**src/design/tpcd_pkg.sv**
```systemverilog
// Shared types and constants of the triangle coverage and depth test block.
package tpcd_pkg;

	localparam logic [1:0] FUNC_LOAD  = 2'd0;
	localparam logic [1:0] FUNC_PIXEL = 2'd1;
	localparam logic [1:0] FUNC_CLEAR = 2'd2;

	localparam logic [1:0] VIDX_FIRST = 2'd0;
	localparam logic [1:0] VIDX_BAD   = 2'd3;

	localparam logic REG_WIDTH  = 1'b0;
	localparam logic REG_HEIGHT = 1'b1;

	localparam logic [9:0] RESET_SIZE = 10'd512;

	localparam int ONE_Q14     = 16384;
	localparam int WEIGHT_BITS = 15;

	typedef enum logic [3:0] {
		MUL_NONE, MUL_MX, MUL_MY,
		MUL_E0A, MUL_E0B, MUL_E1A, MUL_E1B, MUL_E2A, MUL_E2B,
		MUL_ZA, MUL_ZB, MUL_ZC, MUL_WA, MUL_WB, MUL_WC, MUL_ZW
	} mul_sel_t;

	typedef enum logic [1:0] {ACC_HOLD, ACC_LOAD, ACC_ADD, ACC_SUB} acc_op_t;

	typedef enum logic [2:0] {ST_NONE, ST_SX, ST_SY, ST_E0, ST_E1, ST_E2, ST_ZS, ST_WS} st_sel_t;

	typedef struct packed {
		logic     latch;
		mul_sel_t mul_sel;
		acc_op_t  acc_op;
		st_sel_t  st_sel;
		logic     ld_meta;
		logic     area_ld;
		logic     div_start;
		logic     div_sel;
		logic     d_ld;
		logic     ram_rd;
		logic     ram_upd;
		logic     clr_step;
		logic     out_ld;
		logic     out_zero;
	} cmd_t;

	typedef struct packed {
		logic early_out;
		logic covered;
		logic div_busy;
		logic div_done;
		logic clr_last;
	} status_t;

endpackage

```
**src/design/tpcd_div.sv**
```systemverilog
// Restoring divider giving the fractional weight quotient one bit per cycle.
module tpcd_div
	import tpcd_pkg::*;
#(
	parameter int NW = 40
) (
	input  logic                   clk,
	input  logic                   arst_n,
	input  logic                   start,
	input  logic [NW-1:0]          num,
	input  logic [NW-1:0]          den,
	output logic [WEIGHT_BITS-1:0] quot,
	output logic                   busy,
	output logic                   done
);

	logic [NW:0]            rem_q;
	logic [NW-1:0]          den_q;
	logic [WEIGHT_BITS-1:0] quot_q;
	logic [3:0]             cnt_q;
	logic                   busy_q;
	logic                   done_q;
	logic [NW:0]            rem2;
	logic                   ge;

	// numerator is below the divisor, so the remainder always fits NW bits
	assign rem2 = {rem_q[NW-1:0], 1'b0};
	assign ge   = rem2 >= {1'b0, den_q};

	always_ff @(posedge clk) begin
		if (start) begin
			rem_q  <= {1'b0, num};
			den_q  <= den;
			quot_q <= '0;
		end else if (busy_q) begin
			rem_q  <= ge ? (rem2 - {1'b0, den_q}) : rem2;
			quot_q <= {quot_q[WEIGHT_BITS-2:0], ge};
		end
	end

	always_ff @(posedge clk or negedge arst_n) begin
		if (!arst_n) begin
			busy_q <= 1'b0;
			done_q <= 1'b0;
			cnt_q  <= '0;
		end else begin
			done_q <= 1'b0;
			if (start) begin
				busy_q <= 1'b1;
				cnt_q  <= '0;
			end else if (busy_q) begin
				cnt_q <= cnt_q + 4'd1;
				if (cnt_q == 4'(WEIGHT_BITS - 1)) begin
					busy_q <= 1'b0;
					done_q <= 1'b1;
				end
			end
		end
	end

	assign quot = quot_q;
	assign busy = busy_q;
	assign done = done_q;

endmodule

```
**config.mk**
```make
export PLATFORM = sky130hd
export DESIGN_NAME = tpcd_div
export DESIGN_NICKNAME = d
export VERILOG_FILES = /design/src/design/tpcd_pkg.sv /design/src/design/tpcd_div.sv
export SDC_FILE = /design/constraint.sdc
export NUM_CORES = 1
export LEC_CHECK = 0
export ABC_CLOCK_PERIOD_IN_PS = 3900
export BUFFER_PORTS_ARGS = -buffer_cell sky130_fd_sc_hd__clkbuf_2
export CAP_MARGIN = 20
export CORE_MARGIN = 2
export CORE_UTILIZATION = 33
export CTS_CLUSTER_DIAMETER = 30
export DETAILED_ROUTE_END_ITERATION = 6
export PLACE_DENSITY_LB_ADDON = 0.15
export SKIP_LAST_GASP = 1
export SYNTH_ARGS = -nofsm -noshare
export SYNTH_HDL_FRONTEND = slang
export SYNTH_SLANG_ARGS = --single-unit
```
**constraint.sdc**
```tcl
create_clock -name clk -period 3.9 [get_ports clk]
set_input_delay 0.78 -clock clk [delete_from_list [all_inputs] [get_ports clk]]
set_output_delay 0.78 -clock clk [all_outputs]
set_load 0.05 [all_outputs]
```
-- Word-level counts from Yosys, hierarchy flattened
Cells that the tools add are included.
- add/sub/neg operators: 2
- eq/ne operators: 1
- reduce and logical (&&, ||, !) cells: 1
- order comparisons: 1
- mux-type cells: 11
- operators with widths (operator ; count):
    40-bit 2-to-1 mux ; 3
    41-bit by 40-bit greater-or-equal comparator with 1-bit output ; 1
    40-bit subtractor ; 1
    4-bit 2-to-1 mux ; 2
    1-bit 2-to-1 mux ; 6
    4-bit by 1-bit adder with 4-bit output (second input constant) ; 1
    4-bit == test (second input constant) ; 1
    2-bit nonzero test ; 1
- register bits: 101
- output and inout port bits: 17
- input bits: 83

-- Depth between registers and ports, before layout
- depth after elaboration: 4
- depth in mapped cells: 14
- mapped depth without buffers: 11

-- Worst setup path before layout
OpenSTA, ideal clock, no wires.
- kind: reg-to-reg
- from: register rem_q[29]
- to: register rem_q[37], data pin
- arrival: 2.620 ns
- slack: 1.019 ns
- period minus slack after synthesis: 2.881 ns
- required time: 3.639 ns
- cell stages (with the launch flop): 12
- cell sequence: edfxtp_1 ha_1 a21o_1 a21o_1 a221o_1 a211o_1 nor3_1 or2_0 buf_2 buf_4 nor2_1 a221o_1
- longest elaborated chain between the ends: 4
- elaborated cells between the ends (all ways): 5
- classes of those cells: 1 x add/sub; 1 x order compare; 3 x mux
- RTL lines (element ; line ; source):
    from (decl) ; tpcd_div.sv:17 ; logic [NW:0] rem_q;
    from (signal assigned) ; tpcd_div.sv:32 ; rem_q <= {1'b0, num};
    from (signal assigned) ; tpcd_div.sv:36 ; rem_q <= ge ? (rem2 - {1'b0, den_q}) : rem2;
    40-bit subtractor / 41-bit by 40-bit greater-or-equal comparator with 1-bit output (equally long branches) ; tpcd_div.sv:36, tpcd_div.sv:28 ;
    40-bit 2-to-1 mux * ; tpcd_div.sv:36 ;
    40-bit 2-to-1 mux * ; tpcd_div.sv:35 ; end else if (busy_q) begin
    40-bit 2-to-1 mux * ; tpcd_div.sv:31 ; if (start) begin
Every way passes the cells marked *; elsewhere a longest branch is shown, timed or not. The select of a mux whose other input is x is not followed.
A chain may end at the register's enable or synchronous reset.

-- Worst setup path after layout
- from: register rem_q[27]
- to: register rem_q[37], data pin
Same word-level chain as after synthesis.

==> metrics <==
result of the run completed; maximum number of pins on one net before global-route repair 48; Post-synth EDFFs 80; core footprint 0.0193 sq mm; share of total power consumed by net switching 44.9%; number of setup violations in the final report 0; critical path capture point type register; worst r2r src rem_q[27]; TritonCTS Sinks 101; hold crit path type primary input to asynchronous set/reset pin; sequential power share 28.3%; peak ir drop on the vdd network 262 uV; share of layout cells above drive strength 1 17.4%; first-pass GRT wire length 27900 um; antenna-violating nets left 0; final period demand of the worst path 3.49 ns; post-CTS resize count 0; DIE WIDTH 143 um; Worst Max-Slew Pin Slew 1.02 ns; Distinct cells, synth 64; met3 usage in global routing 3.20%; Via Count 5388; average instance area after synthesis 9.42 sq um; Required @ worst endpoint 4.02 ns; via count of the first global-routing pass 5406; gpl congestion 0.883; number of buffers added for setup after CTS 0; full die area 0.0206 sq mm; count of antenna diodes in the layout 0; signed area change from the synthesized netlist to the final layout 16.7%; aggregate routed wire length 17500 um; register area share after synthesis 44.4%; count of input and output buffers 99; highest net fanout along the worst path 15; overall fraction of global-route tracks in use 17.3%; Bufs on Longest Clock Path 2; RSZ-0062 raised after global routing false; count of warnings emitted by yosys 0; TritonCTS clock tree yes; number of design rule violations left after detail routing 0; internal portion of total power 3250 uW; Cells after Synth 682; critical path class register to register; area share of the largest cell type after synthesis 37.4%; combinational cell fraction of total power 55.9%; grt peak-use layer met2; relative slew slack 31.8%; number of top-level pins 100; register bit count reported by yosys 101; number of placement rows 51; number of fill cells in the layout 2005; detailed-placement wirelength estimate 12800 um; # placed instances 1024; biggest area contributors in the synthesized netlist edfxtp_1, ha_1, dfxtp_1, nand2_1, nor2_1; Cell Count, Final, Fillers Out 1040; power per unit of standard cell area 786 mW/mm^2; Post-Route Skew 0.0136 ns; data arrival time of the critical path 3.62 ns; Global Route met2 Usage 27.3%; Initial Utilization 33.3%; Final Hold Viols 0; Total Neg Setup Slack 0 ns; total gr overflow 0; post-synth design cell area 0.00642 sq mm; initial drt markers 312; reported net switching power 2640 uW; nature of the critical path startpoint register; Skew-Pair Late Insertion Delay 0.36 ns; CTS root buffer clkbuf_16; net count of the finished layout 896; H-tree levels 3; max-slew violation total from the final report 0; met1 usage in global routing 24.3%; first element of the critical path rem_q[27]; period utilisation layout 89.6%; asr flop ratio synth 5.94%; f_max 0.286 GHz; Pre-Repair DR Iteration Count 5; routed len/inst 16.8 um; register clock-pin slew on the reported worst setup and hold paths 0.08 ns; number of antenna violations at the first check in global routing 0; average vias per placed instance 5.18; max-cap violations 0; LEAKAGE 0.00339 uW; quantity of hold-fixing buffers added after cts 0; commonest register cell after synthesis edfxtp_1; post-synthesis cell type with the largest combined area edfxtp_1; proportion of power drawn by the clock network 15.9%; height of the die 143 um; Synth Net Count 808; TritonCTS buffer count 9
[worst paths after layout]
path,end,slack (ns),cells after the start
worst max-delay path,rem_q[37],0.41,10
worst min-delay path,cnt_q[0],0.23,1
worst max register to register,rem_q[37],0.41,10
worst min register to register,quot[7],0.52,2
max in group asynchronous,busy,3.52,1
min in group clk,quot[7],0.52,2
[kinds of logic (layout without fill, tap and decap cells)]
logic type               count (synthesis)  after routing  share of synthesized area, %
AND/OR/NAND/NOR                        227            227                          16.0
AO/OA/AOI/OAI                          173            173                          18.2
flip-flops                             101            101                          44.4
buffers and inverters                   86            179                          5.32
adder cells (fa/ha/maj)                 43             43                          8.50
XOR/XNOR                                32             32                          4.36
multiplexers                            20             20                          3.18
[per-layer routing]
metal	vias to the layer above	part of all wire (%)	wire length, um
met5	-	0	0
met4	0	1.1	201
met3	16	4.9	854
met2	151	45	7810
met1	2574	49	8640
li1	2647	-	-
[power by group through the flow]
stage / sequential (uW) / clock (uW) / combinational, uW
global route: 1700 / 999 / 3690
detailed placement: 1690 / 0 / 3260
CTS: 1670 / 966 / 3280
finish: 1670 / 934 / 3290
floorplan: 1670 / 0 / 2450
global placement: 1680 / 0 / 3250
[cells in the final DEF, fill, tap and decap left out, types with 5 or more instances in the layout]
master / instances
o21a_1: 5
clkbuf_2: 98
a2bb2oi_1: 6
o21bai_1: 6
buf_4: 9
dfxtp_1: 15
nor4_1: 5
dfrtp_1: 6
mux2i_1: 17
clkbuf_16: 9
o21ai_0: 24
and3_1: 9
o31a_1: 5
nand4_1: 11
a211oi_1: 6
nor4b_1: 5
nor3_1: 14
xnor2_1: 20
nand2_1: 77
ha_1: 42
a21o_1: 16
xor2_1: 12
edfxtp_1: 80
a21oi_1: 49
a31oi_1: 21
inv_1: 54
nand3_1: 9
nor2_1: 75
[cell usage after synthesis (all sizes together) (16+ instances only)]
cell / count
mux2i: 17
clkbuf: 19
nor2: 76
edfxtp: 80
ha: 42
o21ai: 26
xnor2: 20
a31oi: 21
inv: 55
a21o: 16
a21oi: 49
nand2: 78
[registers in the layout, summed over array words and instances, names as in the netlist]
register,flops
busy,1
cnt_q,4
den_q,40
done,1
quot,15
rem_q,40
[worst max-delay path, cell delays in order, from the launching register on]
cell and delay [ns]:
edfxtp_1 0.40, ha_1 0.40, a21oi_1 0.26, o21ai_0 0.23, a221o_1 0.42, a211o_1 0.28, nor3_1 0.29, or2_1 0.20
buf_4 0.24, nor2_1 0.16, a221o_1 0.38
[stage by stage]
| step | hold WS, ns | power, uW | area (sq um) | utilization [%] | setup slack, ns |
|---|---|---|---|---|---|
| 2_1_floorplan | 0.484 | 4130 | 6420 | - | 1.02 |
| 5_1_grt | 0.223 | 6390 | 7490 | 38.9 | 0.178 |
| 3_5_place_dp | 0.512 | 4940 | 7200 | 37.4 | 0.477 |
| 6_report | 0.227 | 5890 | 7490 | 38.9 | 0.406 |
| 4_1_cts | 0.216 | 5910 | 7490 | 38.9 | 0.457 |
| 3_3_place_gp | 0.477 | 4930 | 7200 | 37.4 | 0.504 |
[layout make-up]
type	instances	area, sq um	share of cell area (%)
Multi-Input combinational cell	495	3230	43.1
Sequential cell	101	2850	38.1
Timing Repair Buffer	108	578	7.71
Tap cell	265	332	4.42
Clock buffer	9	225	3.01
Inverter	55	206	2.75
Clock inverter	7	71.3	0.952
(Power assumes the default switching activity.)
